--- src/rtl/core/hesc_pkg.sv ---
// ----------------------------------------------------------------------------
// hesc_pkg
// Shared types, entity codes and entity text lookup for the html escape encoder.
// ----------------------------------------------------------------------------
package hesc_pkg;

    typedef logic [2:0] esc_code_t;
    typedef logic [2:0] esc_pos_t;

    localparam esc_code_t ESC_NONE = 3'd0;
    localparam esc_code_t ESC_QUOT = 3'd1;
    localparam esc_code_t ESC_AMP  = 3'd2;
    localparam esc_code_t ESC_APOS = 3'd3;
    localparam esc_code_t ESC_SLSH = 3'd4;
    localparam esc_code_t ESC_LT   = 3'd5;
    localparam esc_code_t ESC_GT   = 3'd6;

    localparam logic [7:0] HIGH_MASK = 8'h7F;

    // one output byte with its flags, moving from the hold stage to the output register
    typedef struct packed {
        logic       valid;
        logic [7:0] data;
        logic       run_last;
        logic       text_end;
    } sym_t;

    function automatic esc_code_t classify(input logic [7:0] b);
        esc_code_t code;
        unique case (b)
            8'h22:   code = ESC_QUOT;
            8'h26:   code = ESC_AMP;
            8'h27:   code = ESC_APOS;
            8'h2F:   code = ESC_SLSH;
            8'h3C:   code = ESC_LT;
            8'h3E:   code = ESC_GT;
            default: code = ESC_NONE;
        endcase
        return code;
    endfunction

    function automatic esc_pos_t ent_len(input esc_code_t code);
        esc_pos_t len;
        unique case (code)
            ESC_QUOT: len = 3'd6;
            ESC_AMP:  len = 3'd5;
            ESC_APOS: len = 3'd5;
            ESC_SLSH: len = 3'd5;
            ESC_LT:   len = 3'd4;
            ESC_GT:   len = 3'd4;
            default:  len = 3'd1;
        endcase
        return len;
    endfunction

    function automatic logic [7:0] ent_char(input esc_code_t code, input esc_pos_t pos);
        logic [7:0] c;
        c = 8'h00;
        if (pos == 3'd0)
        begin
            c = "&";
        end
        else
        begin
            unique case (code)
                ESC_QUOT:
                begin
                    unique case (pos)
                        3'd1:    c = "q";
                        3'd2:    c = "u";
                        3'd3:    c = "o";
                        3'd4:    c = "t";
                        3'd5:    c = ";";
                        default: c = 8'h00;
                    endcase
                end
                ESC_AMP:
                begin
                    unique case (pos)
                        3'd1:    c = "a";
                        3'd2:    c = "m";
                        3'd3:    c = "p";
                        3'd4:    c = ";";
                        default: c = 8'h00;
                    endcase
                end
                ESC_APOS:
                begin
                    unique case (pos)
                        3'd1:    c = "#";
                        3'd2:    c = "3";
                        3'd3:    c = "9";
                        3'd4:    c = ";";
                        default: c = 8'h00;
                    endcase
                end
                ESC_SLSH:
                begin
                    unique case (pos)
                        3'd1:    c = "#";
                        3'd2:    c = "4";
                        3'd3:    c = "7";
                        3'd4:    c = ";";
                        default: c = 8'h00;
                    endcase
                end
                ESC_LT:
                begin
                    unique case (pos)
                        3'd1:    c = "l";
                        3'd2:    c = "t";
                        3'd3:    c = ";";
                        default: c = 8'h00;
                    endcase
                end
                ESC_GT:
                begin
                    unique case (pos)
                        3'd1:    c = "g";
                        3'd2:    c = "t";
                        3'd3:    c = ";";
                        default: c = 8'h00;
                    endcase
                end
                default: c = 8'h00;
            endcase
        end
        return c;
    endfunction

endpackage

--- src/rtl/core/hesc_hold.sv ---
// ----------------------------------------------------------------------------
// hesc_hold
// Input register stage: holds one text byte and steps through its entity bytes.
// ----------------------------------------------------------------------------
module hesc_hold (
    input  logic          clk,
    input  logic          rst_n,
    input  logic          in_valid,
    output logic          in_ready,
    input  logic [7:0]    in_byte,
    input  logic          in_end,
    input  logic          take,
    output hesc_pkg::sym_t sym
);
    import hesc_pkg::*;

    logic       valid_reg, valid_next;
    esc_code_t  code_reg, code_next;
    esc_pos_t   pos_reg, pos_next;
    logic [7:0] byte_reg, byte_next;
    logic       end_reg, end_next;
    logic       last;
    logic       accept;
    esc_code_t  in_code;

    // high bytes never escape
    assign in_code = ((in_byte & HIGH_MASK) == in_byte) ? classify(in_byte) : ESC_NONE;

    assign last     = (code_reg == ESC_NONE) || (pos_reg == ent_len(code_reg) - 3'd1);
    assign in_ready = !valid_reg || (take && last);
    assign accept   = in_valid && in_ready;

    always_comb
    begin
        sym.valid    = valid_reg;
        sym.data     = (code_reg == ESC_NONE) ? byte_reg : ent_char(code_reg, pos_reg);
        sym.run_last = last;
        sym.text_end = last && end_reg;
    end

    always_comb
    begin
        valid_next = valid_reg;
        code_next  = code_reg;
        pos_next   = pos_reg;
        byte_next  = byte_reg;
        end_next   = end_reg;
        if (take)
        begin
            if (last)
            begin
                valid_next = 1'b0;
                pos_next   = 3'd0;
            end
            else
            begin
                pos_next = pos_reg + 3'd1;
            end
        end
        if (accept)
        begin
            valid_next = 1'b1;
            code_next  = in_code;
            pos_next   = 3'd0;
            byte_next  = in_byte;
            end_next   = in_end;
        end
    end

    always_ff @(posedge clk or negedge rst_n)
    begin
        if (!rst_n)
        begin
            valid_reg <= 1'b0;
            code_reg  <= ESC_NONE;
            pos_reg   <= 3'd0;
        end
        else
        begin
            valid_reg <= valid_next;
            code_reg  <= code_next;
            pos_reg   <= pos_next;
        end
    end

    always_ff @(posedge clk)
    begin
        byte_reg <= byte_next;
        end_reg  <= end_next;
    end

    a_pos_in_range: assert property (@(posedge clk) disable iff (!rst_n)
        valid_reg |-> (pos_reg < ent_len(code_reg)))
        else $error("entity position past entity length");

    a_idle_pos_zero: assert property (@(posedge clk) disable iff (!rst_n)
        !valid_reg |-> (pos_reg == 3'd0))
        else $error("position not cleared while empty");

    a_run_continues: assert property (@(posedge clk) disable iff (!rst_n)
        (take && !last) |=> (valid_reg && $stable(code_reg) && pos_reg == $past(pos_reg) + 3'd1))
        else $error("entity run broken before its last byte");

endmodule

--- src/rtl/core/hesc_out.sv ---
// ----------------------------------------------------------------------------
// hesc_out
// Output register: loads one escaped byte whenever it is empty or being drained.
// ----------------------------------------------------------------------------
module hesc_out (
    input  logic           clk,
    input  logic           rst_n,
    input  hesc_pkg::sym_t sym,
    output logic           take,
    output logic           out_valid,
    input  logic           out_ready,
    output logic [7:0]     out_byte,
    output logic           run_last,
    output logic           text_end
);
    import hesc_pkg::*;

    logic       valid_reg;
    logic [7:0] byte_reg;
    logic       run_last_reg;
    logic       text_end_reg;

    assign take = sym.valid && (!valid_reg || out_ready);

    always_ff @(posedge clk or negedge rst_n)
    begin
        if (!rst_n)
        begin
            valid_reg <= 1'b0;
        end
        else if (take)
        begin
            valid_reg <= 1'b1;
        end
        else if (out_ready)
        begin
            valid_reg <= 1'b0;
        end
    end

    always_ff @(posedge clk)
    begin
        if (take)
        begin
            byte_reg     <= sym.data;
            run_last_reg <= sym.run_last;
            text_end_reg <= sym.text_end;
        end
    end

    assign out_valid = valid_reg;
    assign out_byte  = byte_reg;
    assign run_last  = run_last_reg;
    assign text_end  = text_end_reg;

endmodule

--- src/rtl/core/html_escape_encoder.sv ---
// ----------------------------------------------------------------------------
// html_escape_encoder
// Escapes html special characters in a byte stream, one byte per transaction.
// ----------------------------------------------------------------------------
// input channel: in_valid / in_ready carry one text byte (in_byte) and the
// end-of-text mark (in_end) per transaction
// output channel: out_valid / out_ready carry one escaped byte (out_byte),
// run_last on the final byte produced by an input byte, and text_end on the
// final byte produced by the byte marked as end of text
// quote, ampersand, apostrophe, slash, less-than and greater-than expand to
// their entities; every other byte, high bytes included, passes unchanged
// throughput: one plain byte per cycle while the receiver does not stall; an
// escaped byte gives its entity length (4 to 6 bytes), stepped through by the single hold register
// reset: both stages empty, in_ready high, out_valid low
// receiver stall: the output register holds its byte; the hold stage keeps
// one byte, so one transaction is taken while a result waits, then in_ready
// drops until out_ready returns
// ----------------------------------------------------------------------------
module html_escape_encoder (
    input  logic       clk,
    input  logic       rst_n,
    input  logic       in_valid,
    output logic       in_ready,
    input  logic [7:0] in_byte,
    input  logic       in_end,
    output logic       out_valid,
    input  logic       out_ready,
    output logic [7:0] out_byte,
    output logic       run_last,
    output logic       text_end
);
    import hesc_pkg::*;

    sym_t sym;
    logic take;

    hesc_hold u_hold (
        .clk      (clk),
        .rst_n    (rst_n),
        .in_valid (in_valid),
        .in_ready (in_ready),
        .in_byte  (in_byte),
        .in_end   (in_end),
        .take     (take),
        .sym      (sym)
    );

    hesc_out u_out (
        .clk       (clk),
        .rst_n     (rst_n),
        .sym       (sym),
        .take      (take),
        .out_valid (out_valid),
        .out_ready (out_ready),
        .out_byte  (out_byte),
        .run_last  (run_last),
        .text_end  (text_end)
    );

endmodule

--- config.mk ---
export PLATFORM = sky130hd
export DESIGN_NAME = html_escape_encoder
export DESIGN_NICKNAME = d
export VERILOG_FILES = /design/src/rtl/core/hesc_pkg.sv /design/src/rtl/core/hesc_hold.sv /design/src/rtl/core/hesc_out.sv /design/src/rtl/core/html_escape_encoder.sv
export SDC_FILE = /design/constraint.sdc
export NUM_CORES = 1
export LEC_CHECK = 0
export BUFFER_PORTS_ARGS = -buffer_cell sky130_fd_sc_hd__buf_2
export CAP_MARGIN = 40
export CORE_MARGIN = 1
export CORE_UTILIZATION = 51
export DETAILED_ROUTE_END_ITERATION = 6
export GPL_ROUTABILITY_DRIVEN = 0
export PLACE_DENSITY = 0.75
export SKIP_CTS_REPAIR_TIMING = 1
export SYNTH_ARGS = -nofsm -noshare
export SYNTH_HDL_FRONTEND = slang
export SYNTH_HIERARCHICAL = 1
export SYNTH_SLANG_ARGS = --single-unit
--- constraint.sdc ---
create_clock -name clk -period 2.4 [get_ports clk]
set_input_delay 0.12 -clock clk [delete_from_list [all_inputs] [get_ports clk]]
set_output_delay 0.12 -clock clk [all_outputs]
set_load 0.005 [all_outputs]
# == Word level (Yosys, flattened, before mapping) ==
# Cells that the tools add are included.
# op_classes
mul,0
magnitude_cmp,0
add_sub_neg,2
n_eq_ne,18
shift,0
mux,20
div,0
n_bitwise,0
n_reduce_logical,17
# op_table
operator,count
$eq 8x6->1 const B,6
$pmux 6 s4,2
$pmux 8 s6,1
$pmux 7 s3,2
$pmux 7 s5,1
$pmux 7 s4,1
$pmux 3 s6,1
$mux 8,2
$eq 3x3->1 const B,5
$eq 3x2->1 const B,4
$mux 3,4
$pmux 3 s3,1
$eq 3x1->1 const B,2
$logic_not 3->1,2
$reduce_bool 2->1,3
$mux 1,5
$logic_and 1x1->1,4
$add 3x1->3 const B,1
$eq 3x3->1,1
$logic_or 1x1->1,3
$reduce_or 3->1,1
$sub 3x1->3 const B,1
$logic_not 1->1,2
$reduce_and 2->1,1
$reduce_or 2->1,1
# word_totals
ram_bits,0
latchBits,0
rom_bits,0
memories,0
inputBits,13
ff_bits,27

# == Longest topological paths before layout ==
# Gate-level depths: netlist (run 1).
# logic_depth
depth_word,11
depth_mapped,10
mapped_depth_nobuf,9

# == Hierarchy ==
# The synthesis (run 1) kept the hierarchy.
# by_module_without_submodules
mod,area_per_inst_um2,cells_per_inst,n_inst
hesc_hold,1417.6,166,1
hesc_out,344.1,14,1

# == Worst setup path before layout (run 1) ==
# No wires, ideal clock.
# synth_timing
path_kind,register to register
from,register u_hold.code_reg[0]
to,"register u_hold.byte_reg[0], enable pin"
path_slack_ns,-0.190
n_path_buf,1
stages_incl_launch_ff,9
required_ns,2.026
arrival_ns,2.216
cell_sequence,dfrtp_1 -> buf_2 -> or3b_1 -> ha_1 -> xnor2_1 -> and3_1 -> nor3_1 -> a21oi_1 -> nor2_1
# synth_via
elab_chain_cells,9
elab_cells_between_ends,16
classes_between,1 x add/sub; 7 x eq/ne; 1 x mux; 7 x reduce/logical
# synth_rtl
item,line,source
from (decl),hesc_hold.sv:18,"esc_code_t code_reg, code_next;"
from (signal assigned),hesc_hold.sv:81,code_reg <= code_next;
$eq 3x2->1 or $eq 3x3->1 (tied branches),hesc_pkg.sv:44,unique case (code)
$reduce_or 3->1 (no line) or $reduce_or 2->1 (tied branches),-,
$pmux 3 s3,hesc_pkg.sv:44,
$sub 3x1->3,hesc_hold.sv:29,assign last = (code_reg == ESC_NONE) || (pos_reg == ent_len(code_reg) - 3'd1);
$eq 3x3->1,hesc_hold.sv:29,
$logic_or 1x1->1 *,hesc_hold.sv:29,
$logic_and 1x1->1 *,hesc_hold.sv:30,assign in_ready = !valid_reg || (take && last);
$logic_or 1x1->1 *,hesc_hold.sv:30,
$logic_and 1x1->1 *,hesc_hold.sv:31,assign accept = in_valid && in_ready;
named net u_hold.accept,hesc_hold.sv:23,logic accept;
to (signal assigned),hesc_hold.sv:88,byte_reg <= byte_next;
to (decl),hesc_hold.sv:20,"logic [7:0] byte_reg, byte_next;"
# The timed path passes the listed nets; every way through them passes the cells marked *.
# A chain may end at the register's enable or synchronous reset.

# == Worst setup path in the final report (run 1) ==
# layout_timing
from,register u_hold.code_reg[1]
to,output port in_ready
# layout_via
elab_chain_cells,8
elab_cells_between_ends,15
classes_between,1 x add/sub; 7 x eq/ne; 1 x mux; 6 x reduce/logical
# layout_rtl
item,line,source
$eq 3x2->1 or $eq 3x3->1 (tied branches),hesc_pkg.sv:44,
$reduce_or 3->1 (no line) or $reduce_or 2->1 (tied branches),-,
$pmux 3 s3,hesc_pkg.sv:44,
$sub 3x1->3,hesc_hold.sv:29,
$eq 3x3->1,hesc_hold.sv:29,
$logic_or 1x1->1 *,hesc_hold.sv:29,
$logic_and 1x1->1 *,hesc_hold.sv:30,
$logic_or 1x1->1 *,hesc_hold.sv:30,
to (decl),html_escape_encoder.sv:23,"output logic in_ready,"
# Every way passes the cells marked *; elsewhere a longest branch is shown, timed or not.

==> metrics.txt, run 1 <==
Tmin final=around 2.5 ns; hold_ws=between 0.04 and 0.05 ns; final instance area=roughly 0.0022 mm²; fillcell total=245; CP arrival=2.35 ns; Hold Crit Class=in2reg; root buffer cell=clkbuf_4; layout cells sized above 1=about a quarter; full die area=between 0.003 and 0.004 mm²; critical path peak fanout=3; failing checks=negative setup slack; path depth of the worst reg2reg path=9; Total Routing Usage GR=between 20% and 30%; worst hold path depth=1; max incr delay on CP=0.43 ns; WS Path Type=reg2out; Power Density=431 mW/mm²; Pleak=a little over 0.0008 µW; Starting Density=between 50 and 60%; initial drt markers=around 110; Overflow after GRT=0; Yosys top cell area share=between 30% and 40%; Final Max Tran Viols=0; Worst Setup End Kind=primary output; Max-Cap Viols=0; drt pass-1 iters=5; worst-margin pin slew=0.397 ns; via count=about 1600; CP cell instances=or3b_4, ha_4, xnor2_4, mux2i_4, nor3_4, a21oi_2, inv_1, buf_2; antenna violations before repair=0; fmax=between 0.4 and 0.5 GHz; Clock Tree Buf Depth=2; wire length of the first global-routing pass=around 6300 µm; slowest cell on the critical path=or3b_4; Post-Syn Area=~0.0018 mm²; Layout Nets=roughly 240; Metal-1 WL=approximately 1900 µm; final setup fails=2; post-placement setup slack=-0.0681 ns; Avg WL per Cell=between 15 and 20 µm; worst path bufs/invs=2; CTS tree=built; port bufs=24; met3 wire len=roughly 330 µm; area delta synth->final=24.7%; final hold viol count=0; die height=60.8 µm; commonest non-fill, non-tap cells in the layout=24 x buf_2, 19 x edfxtp_1, 14 x nand2_1; Synth Flop Type=edfxtp_1; vias in the first global route=1354; Crit path max-delay family=simple AND/OR/NAND/NOR gates; core region area=between 0.003 and 0.004 mm²; Clock Pin Slew Worst Setup and Hold Paths=0.15 ns; largest net degree at the start of global routing=19; met2 WL post-DR=about 2300 µm; RSZ-0062 raised after global routing=true; Synth area leader=edfxtp_1; overall power=~950 µW; hpwl dp=3110 µm; hold wc startpoint=in_byte[4]; Worst slew margin=73.2%; Max VDD drop=0.513 mV; register bit total from synthesis=27; hold path endpoint=u_hold/byte_reg[4]; top sig layer=met4; CTS buffer count=3; Syn Area/Cell=about 9.8 µm²; later-pin clock latency in the skew report=between 0.3 and 0.4 ns; post-synthesis cell count=between 150 and 200; Final Cycle Share=103%; R2R Path End=u_hold/code_reg[2]; EDFF count, synth=19; Post-route DRC=0; YS warnings=6; placed cell areas=a little under 0.002 mm²; vias per cell=6.23; remaining antenna violation count=0; Die W=roughly 61 µm; post-synthesis async set-or-reset flop share=29.6%; H-tree depth=1; # diodes=0; clk sink count=27; Post-Syn Nets=199; Std-Cell Rows=20; worst path required time=around 2.3 ns; outcome=finished with violations; Final WS setup=-0.0719 ns; Worst Setup Start Kind=register; RR Startpoint=u_hold/code_reg[1]; Seq/Total Area, Yosys=43.8%; Fin Clk Skew=0.00768 ns; Detailed Route WL=~4600 µm; commonest non-fill, non-tap cell in the layout=buf_2; post-synth cell types=between 50 and 60; I/O Pins=25; synth top area cells=edfxtp_1 32%, dfrtp_1 11%, ha_1 4.3%; R2R Setup Slk=0 ns
cell usage after synthesis, drive strengths merged, types with 2 or more instances:
library cell and instances:
a21oi 9, a221o 2, a31oi 3, a32o 3
a32oi 2, and2 3, and3 2, buf 7
clkbuf 5, dfrtp 8, edfxtp 19, ha 6
inv 8, mux2i 2, nand2 14, nand2b 8
nand3 5, nand3b 4, nand4 2, nor2 8
nor2b 4, nor3 3, nor3b 2, o2111ai 2
o211a 2, o211ai 4, o21ai 14, o21bai 3
o22a 2, o22ai 3, o32ai 5, or3 2
how the worst max path moves through the flow:
stage,slack (ns),start,end,cells past startpoint
6_report,-0.07,u_hold/code_reg[1],in_ready,8
3_3_place_gp,0.06,u_hold/code_reg[1],u_hold/byte_reg[7],7
5_1_grt,-0.17,u_hold/code_reg[1],in_ready,8
3_5_place_dp,-0.07,u_hold/code_reg[2],u_hold/byte_reg[5],7
4_1_cts,-0.38,u_hold/code_reg[2],in_ready,8
2_1_floorplan,0.05,u_hold/code_reg[0],u_hold/byte_reg[0],8
area by class of cell:
class                   instances  area (µm²)  share of cell area, %
clock buffers                   3        22.5                   1.03
well taps                      44        55.1                   2.51
multi-input cells             133        1010                   45.8
clock inverters                 1        7.51                  0.342
repair buffers                 45         302                   13.7
inverters                       9        33.8                   1.54
flip-flops and latches         27         771                   35.1
per-stage QoR:
step	TNS [ns]	util [%]	std cells
2_1_floorplan	0	-	180
3_5_place_dp	-0.670	62.2	246
6_report	-0.0743	69.7	262
5_1_grt	-0.510	69.7	262
3_3_place_gp	0	62.2	246
4_1_cts	-1.19	63.2	250
report_power, final:
group	leakage [µW]	internal (µW)	switching (µW)
combinational	0.000514	84.0	103
sequential	0.000284	547	12.6
clock	0.0000139	63.9	136
total	0.000812	695	252
kinds of logic after synthesis:
group / share of synthesized area, %
simple gates: 20.5
compound gates: 24.2
buf+inv: 5.18
flops: 43.8
mux: 1.14
fa+ha+maj: 4.26
xor+xnor: 0.994
layer usage:
layer,global-route usage [%],up-vias
met2,39.6,78
met3,4.69,14
met1,31.4,770
met5,0,-
li1,-,771
met4,7.47,0
No activity file was read; power rests on OpenSTA's default activity.
==> run 2: changes to the inputs <==
--- a/config.mk
+++ b/config.mk
@@ -7,11 +7,11 @@
 export LEC_CHECK = 0
 export BUFFER_PORTS_ARGS = -buffer_cell sky130_fd_sc_hd__buf_2
 export CAP_MARGIN = 40
-export CORE_MARGIN = 1
+export CORE_MARGIN = 2
 export CORE_UTILIZATION = 51
 export DETAILED_ROUTE_END_ITERATION = 6
 export GPL_ROUTABILITY_DRIVEN = 0
-export PLACE_DENSITY = 0.75
+export PLACE_DENSITY_LB_ADDON = 0.12
 export SKIP_CTS_REPAIR_TIMING = 1
 export SYNTH_ARGS = -nofsm -noshare
 export SYNTH_HDL_FRONTEND = slang
==> run 2 against run 1 <==
  * Design area fell by 0.34%
  * Sequential share of layout area up 0.12 points
  * Maximum frequency grew 0.93%
  * Core utilization decreased by 4.1 points
  * First-iteration DRC count fell by 16%
  * Wire length down 1.2%
  * Sequential cell count unchanged
  * Critical path type unchanged
  * Clock power rose by 6%
  * Highest routed layer unchanged
  * Sequential power about the same
  * Via count down 0.31%
  * Setup slack improved by 0.023 ns
  * Largest power group unchanged
  * The flow still finishes with violations (negative setup slack)
  * Power increased by 1.5%
==> metrics.txt, run 2 (synthesis results as in run 1) <==
final instance area=0.00219 mm² (-0.34%); placed cell areas=0.00196 mm² (+0.13%); placed cells=248 (+0.81%); CTS tree=built; wire length of the first global-routing pass=6890 µm (+8.6%); Detailed Route WL=4530 µm (-1.2%); Clock Pin Slew Worst Setup and Hold Paths=0.16 ns (about the same); CTS buffer count=3 (unchanged); worst path required time=2.28 ns (about the same); Total Routing Usage GR=22.4% (-1.5 points); Final Max Tran Viols=0 (unchanged); largest net degree at the start of global routing=19 (unchanged); Reg area=771 µm² (unchanged); Starting Density=52.8% (-3.1 points); utilization after layout=65.6% (-4.1 points); Final Cycle Share=102% (-0.95 points); vias per cell=6.14 (-1.4%); Die W=62.8 µm (+3.3%); Avg WL per Cell=17.1 µm (-2.3%); Overflow after GRT=0 (unchanged); Clock Tree Buf Depth=2 (unchanged); RSZ-0062 raised after global routing=true; failing checks=negative setup slack; clk sink count=27 (unchanged); CP arrival=2.33 ns (-0.02 ns); final setup fails=1 (-1); area occupied by multi-input gates=991 µm² (-1.5%); Power Density=439 mW/mm² (+1.8%); Std-Cell Rows=21 (+5.0%); final hold viol count=0 (unchanged); root buffer cell=clkbuf_4; die height=62.8 µm (+3.3%); outcome=finished with violations; Worst Setup Start Kind=register; drt pass-1 iters=5 (unchanged); Max VDD drop=0.248 mV (-52%); WS Path Type=reg2out; Layout Nets=239 (+0.42%); port bufs=24 (unchanged); Non-Filler Instances=265 (+1.1%); commonest non-fill, non-tap cells in the layout=24 x buf_2, 19 x edfxtp_1, 14 x buf_4, 14 x nand2_1, 11 x o21ai_0; Worst slew margin=72.7% (-0.55 points); remaining antenna violation count=0 (unchanged); core region area=0.00334 mm² (+5.8%); Pleak=0.000815 µW (+0.31%); critical path peak fanout=3 (unchanged); R2R Setup Slk=0.03 ns (+0.03 ns); H-tree depth=1 (unchanged); fillcell total=270 (+10%); Post-route DRC=0 (unchanged); Worst Setup End Kind=primary output; overall power=960 µW (+1.5%); hpwl dp=3090 µm (-0.62%); later-pin clock latency in the skew report=0.34 ns (about the same); Max-Cap Viols=0 (unchanged); Fin Clk Skew=0.00313 ns (-0.00455 ns); fmax=0.408 GHz (+0.93%); commonest non-fill, non-tap cell in the layout=buf_2; Tmin final=2.45 ns (-0.0228 ns); Final WS setup=-0.0492 ns (+0.0228 ns); initial drt markers=96 (-16%); antenna violations before repair=0 (unchanged); I/O Pins=25 (unchanged); # diodes=0 (unchanged); worst-margin pin slew=0.409 ns (+0.0125 ns); Hold Crit Class=in2reg; via count=1628 (-0.31%); vias in the first global route=1436 (+6.1%); full die area=0.00394 mm² (+6.7%); layout cells sized above 1=26.9% (+1.3 points); area delta synth->final=24.3%
[run 2: worst max-delay path: stages (launching register included)]
cell     delay, ns
dfrtp_1       0.42
or3b_4        0.43
ha_4          0.19
xnor2_4       0.18
mux2i_2       0.29
nor3_2        0.08
a21oi_2       0.20
inv_1         0.07
buf_2         0.13
[run 2: metal layers]
layer / part of all wire [%] / global-route usage, % / vias up
li1: - / - / 771
met1: 42 / 28.8 / 781
met2: 50 / 38.0 / 66
met3: 5.6 / 2.34 / 10
met4: 2.3 / 10.0 / 0
met5: 0 / 0 / -
[run 2: area by class of cell]
type                            instances  share of cell area, %
Clock buffer                            3                   1.03
Sequential cell                        27                   35.2
Clock inverter                          1                  0.343
Tap cell                               46                   2.63
Inverter                                9                   1.54
Timing Repair Buffer                   46                   14.0
Multi-Input combinational cell        133                   45.3
[run 2: final timing paths]
path	endpoint	from	cells past startpoint
worst max-delay path	in_ready	u_hold/code_reg[1]	8
worst min-delay path	u_hold/byte_reg[2]	in_byte[2]	1
worst max register to register	u_hold/byte_reg[2]	u_hold/code_reg[1]	8
worst min register to register	u_out/out_valid	u_out/out_valid	2
max in group asynchronous	u_hold/pos_reg[0]	rst_n	2
min in group asynchronous	u_out/out_valid	rst_n	2
[run 2: per-stage QoR]
step,worst slack (ns),hold slack (ns),TNS (ns)
5_1_grt,-0.163,-0.00498,-0.439
3_3_place_gp,0.0477,-0.0305,0
3_5_place_dp,-0.0917,-0.0246,-0.922
4_1_cts,-0.388,-0.403,-1.64
6_report,-0.0492,0.0211,-0.0492
2_1_floorplan,0.0545,-0.176,0
[run 2: where the power goes]
part           switching, µW  internal [µW]  leakage (µW)
Combinational            104           85.1      0.000516
Sequential              11.4            547      0.000284
Clock                    149           64.0     0.0000139
==> run 3: changes to the inputs <==
--- a/config.mk
+++ b/config.mk
@@ -5,6 +5,7 @@
 export SDC_FILE = /design/constraint.sdc
 export NUM_CORES = 1
 export LEC_CHECK = 0
+export ABC_AREA = 1
 export BUFFER_PORTS_ARGS = -buffer_cell sky130_fd_sc_hd__buf_2
 export CAP_MARGIN = 40
 export CORE_MARGIN = 2
@@ -13,6 +14,7 @@
 export GPL_ROUTABILITY_DRIVEN = 0
 export PLACE_DENSITY_LB_ADDON = 0.12
 export SKIP_CTS_REPAIR_TIMING = 1
+export SLEW_MARGIN = 20
 export SYNTH_ARGS = -nofsm -noshare
 export SYNTH_HDL_FRONTEND = slang
 export SYNTH_HIERARCHICAL = 1
==> run 3 against run 2 <==
  * The flow now finishes without violations
  * Critical path depth is 5 higher
  * Sequential power is 20% higher
  * Critical path type unchanged
  * Count of clock-buffer cells in the layout stayed put
  * Sequential share of layout area is 4.0 points higher
==> metrics.txt, run 3 <==
outcome=completed; Max-Cap Viols=0 (unchanged); hpwl dp=2770 µm (-10%); # diodes=0 (unchanged); Starting Density=53.9% (+1.1 points); YS warnings=6 (unchanged); vias in the first global route=1339 (-6.8%); post-placement setup slack=0.0833 ns (+0.175 ns); antenna violations before repair=0 (unchanged); Synth Flop Type=edfxtp_1; CP arrival=2.14 ns (-0.19 ns); area delta synth->final=20.2%; die height=60.8 µm (-3.1%); Final Cycle Share=94.1% (-8.0 points); wire length of the first global-routing pass=5890 µm (-14%); fmax=0.443 GHz (+8.5%); post-synth cell types=31 (-40%); H-tree depth=1 (unchanged); vias per cell=5.37 (-13%); overall power=1210 µW (+26%); largest family of logic cells by synthesized area=simple AND/OR/NAND/NOR gates; Std-Cell Rows=20 (-4.8%); worst path required time=2.28 ns (about the same); later-pin clock latency in the skew report=0.32 ns (-0.02 ns); EDFF count, synth=19 (unchanged); root buffer cell=clkbuf_4; Synth Area in Simple Gates=29.4% (+8.9 points); register bit total from synthesis=27 (unchanged); count leader, synth=nand2_1; post-synthesis cell count=196 (+8.9%); Final WS setup=0.143 ns (+0.192 ns); Detailed Route WL=3650 µm (-19%); I/O Pins=25 (unchanged); Avg WL per Cell=13.1 µm (-23%); Total Routing Usage GR=21.5% (-0.84 points); fillcell total=272 (+0.74%); setup_tns=0 ns (+0.0492 ns); core region area=0.00305 mm² (-8.5%); layout cells sized above 1=25.5% (-1.4 points); largest net degree at the start of global routing=17 (-2); proportion of synthesized area in mux cells=0% (-1.1 points); critical path peak fanout=6 (+3); Worst Setup Start Kind=register; Clock Pin Slew Worst Setup and Hold Paths=0.14 ns (-0.02 ns); Post-Syn Area=0.00165 mm² (-6.6%); WS Path Type=reg2out; max incr delay on CP=0.50 ns (+0.07 ns); Clock Tree Buf Depth=2 (unchanged); Seq/Total Area, Yosys=46.8% (+3.1 points); remaining antenna violation count=0 (unchanged); Die W=60.8 µm (-3.1%); synth top area cells=edfxtp_1 35%, nand2_1 13%, dfrtp_1 12%; CTS buffer count=3 (unchanged); Yosys top cell area share=34.7% (+2.3 points); Power Density=610 mW/mm² (+39%); Post-route DRC=0 (unchanged); initial drt markers=145 (+51%); post-synthesis adder-cell area fraction=4.56% (+0.30 points); Layout Nets=255 (+6.7%); XOR/XNOR Fraction of Synth Area=1.06% (+0.070 points); Fin Clk Skew=0.00272 ns (-0.000404 ns); final hold viol count=0 (unchanged); via count=1498 (-8.0%); Max VDD drop=0.522 mV (+110%); most frequent cells after synthesis=55 x nand2_1, 26 x inv_1, 19 x edfxtp_1; commonest non-fill, non-tap cell in the layout=nand2_1; Syn Area/Cell=8.39 µm² (-14%); commonest non-fill, non-tap cells in the layout=55 x nand2_1, 24 x buf_2, 24 x inv_1; CTS tree=built; post-synthesis async set-or-reset flop share=29.6% (unchanged); Overflow after GRT=0 (unchanged); CP most frequent cell=nand2_4; final instance area=0.00198 mm² (-9.7%); clk sink count=27 (unchanged); Worst slew margin=65.3% (-7.4 points); Post-Syn Nets=215 (+8.0%); worst-margin pin slew=0.516 ns (+0.107 ns); Crit path max-delay family=simple AND/OR/NAND/NOR gates; drt pass-1 iters=4 (-1); post-synthesis compound-gate area fraction=10.6% (-14 points); hold_ws=0.0218 ns (+0.000740 ns); worst path bufs/invs=3 (+1); Synth area leader=edfxtp_1; final setup fails=0 (-1); slowest cell on the critical path=dfrtp_2; Hold Crit Class=in2reg; port bufs=24 (unchanged); placed cell areas=0.00181 mm² (-7.7%); Tmin final=2.26 ns (-0.192 ns); Worst Setup End Kind=primary output; CP cell instances=inv_2, nand3_4, nand3_2, ha_1, xor2_1, inv_1, nand3_1, nand2_2, nand2_4, nand2_4, nand2_4, nand2_4, buf_2; Pleak=0.000959 µW (+18%); Final Max Tran Viols=0 (unchanged); full die area=0.00370 mm² (-6.2%)
[run 3: final timing paths]
| kind | start | endpoint | slack (ns) | cells after the start |
|---|---|---|---|---|
| setup reg to reg | u_hold/code_reg[2] | u_hold/byte_reg[2] | 0.15 | 14 |
| min in group asynchronous | rst_n | u_out/out_valid | 0.16 | 2 |
| setup / recovery | u_hold/code_reg[2] | in_ready | 0.14 | 13 |
| max in group asynchronous | rst_n | u_hold/code_reg[0] | 2.05 | 2 |
| hold reg to reg | u_out/out_valid | u_out/out_valid | 0.54 | 2 |
| hold / removal | in_byte[3] | u_hold/byte_reg[3] | 0.02 | 1 |
[run 3: cell type report]
class / count / area [µm²] / share of cell area (%)
clock buffers: 3 / 22.5 / 1.14
clock inverters: 1 / 5.00 / 0.253
inverters: 29 / 109 / 5.51
multi-input cells: 138 / 778 / 39.4
flip-flops and latches: 27 / 774 / 39.2
well taps: 44 / 55.1 / 2.78
repair buffers: 37 / 233 / 11.8
[run 3: cell families (layout without fill, tap and decap cells)]
kind of cell | count (synthesis) | count (layout)
AND/OR/NAND/NOR | 101 | 101
buffers and inverters | 31 | 70
AO/OA/AOI/OAI | 29 | 29
flip-flops | 27 | 27
adder cells (fa/ha/maj) | 6 | 6
XOR/XNOR | 2 | 2
[run 3: routing by layer]
metal	share of wire (%)	GRT usage, %
met2	52	37.6
met3	5.4	3.20
met5	0	0
met4	1.9	8.70
met1	41	26.6
[run 3: report_power, final]
part           total (µW)  leakage [µW]  switching, µW  internal (µW)
Sequential            667      0.000279           36.1            631
Clock                 193     0.0000177            130           62.4
Combinational         347      0.000663            217            130
Total                1210      0.000959            383            823
[run 3: worst register-to-register path, cell delays in order (launching register included)]
cell	delay [ns]
dfrtp_2	0.50
inv_2	0.08
nand3_4	0.10
nand3_2	0.08
ha_1	0.20
xor2_1	0.17
inv_1	0.07
nand3_1	0.10
nand2_2	0.11
nand2_4	0.07
nand2_4	0.08
nand2_4	0.05
nand2_4	0.10
nand2_4	0.08
inv_2	0.18
[run 3: stage by stage]
step | instances | utilization, %
2_1_floorplan | 196 | -
3_3_place_gp | 263 | 59.4
3_5_place_dp | 263 | 59.4
4_1_cts | 267 | 60.3
5_1_grt | 279 | 64.8
6_report | 279 | 64.8
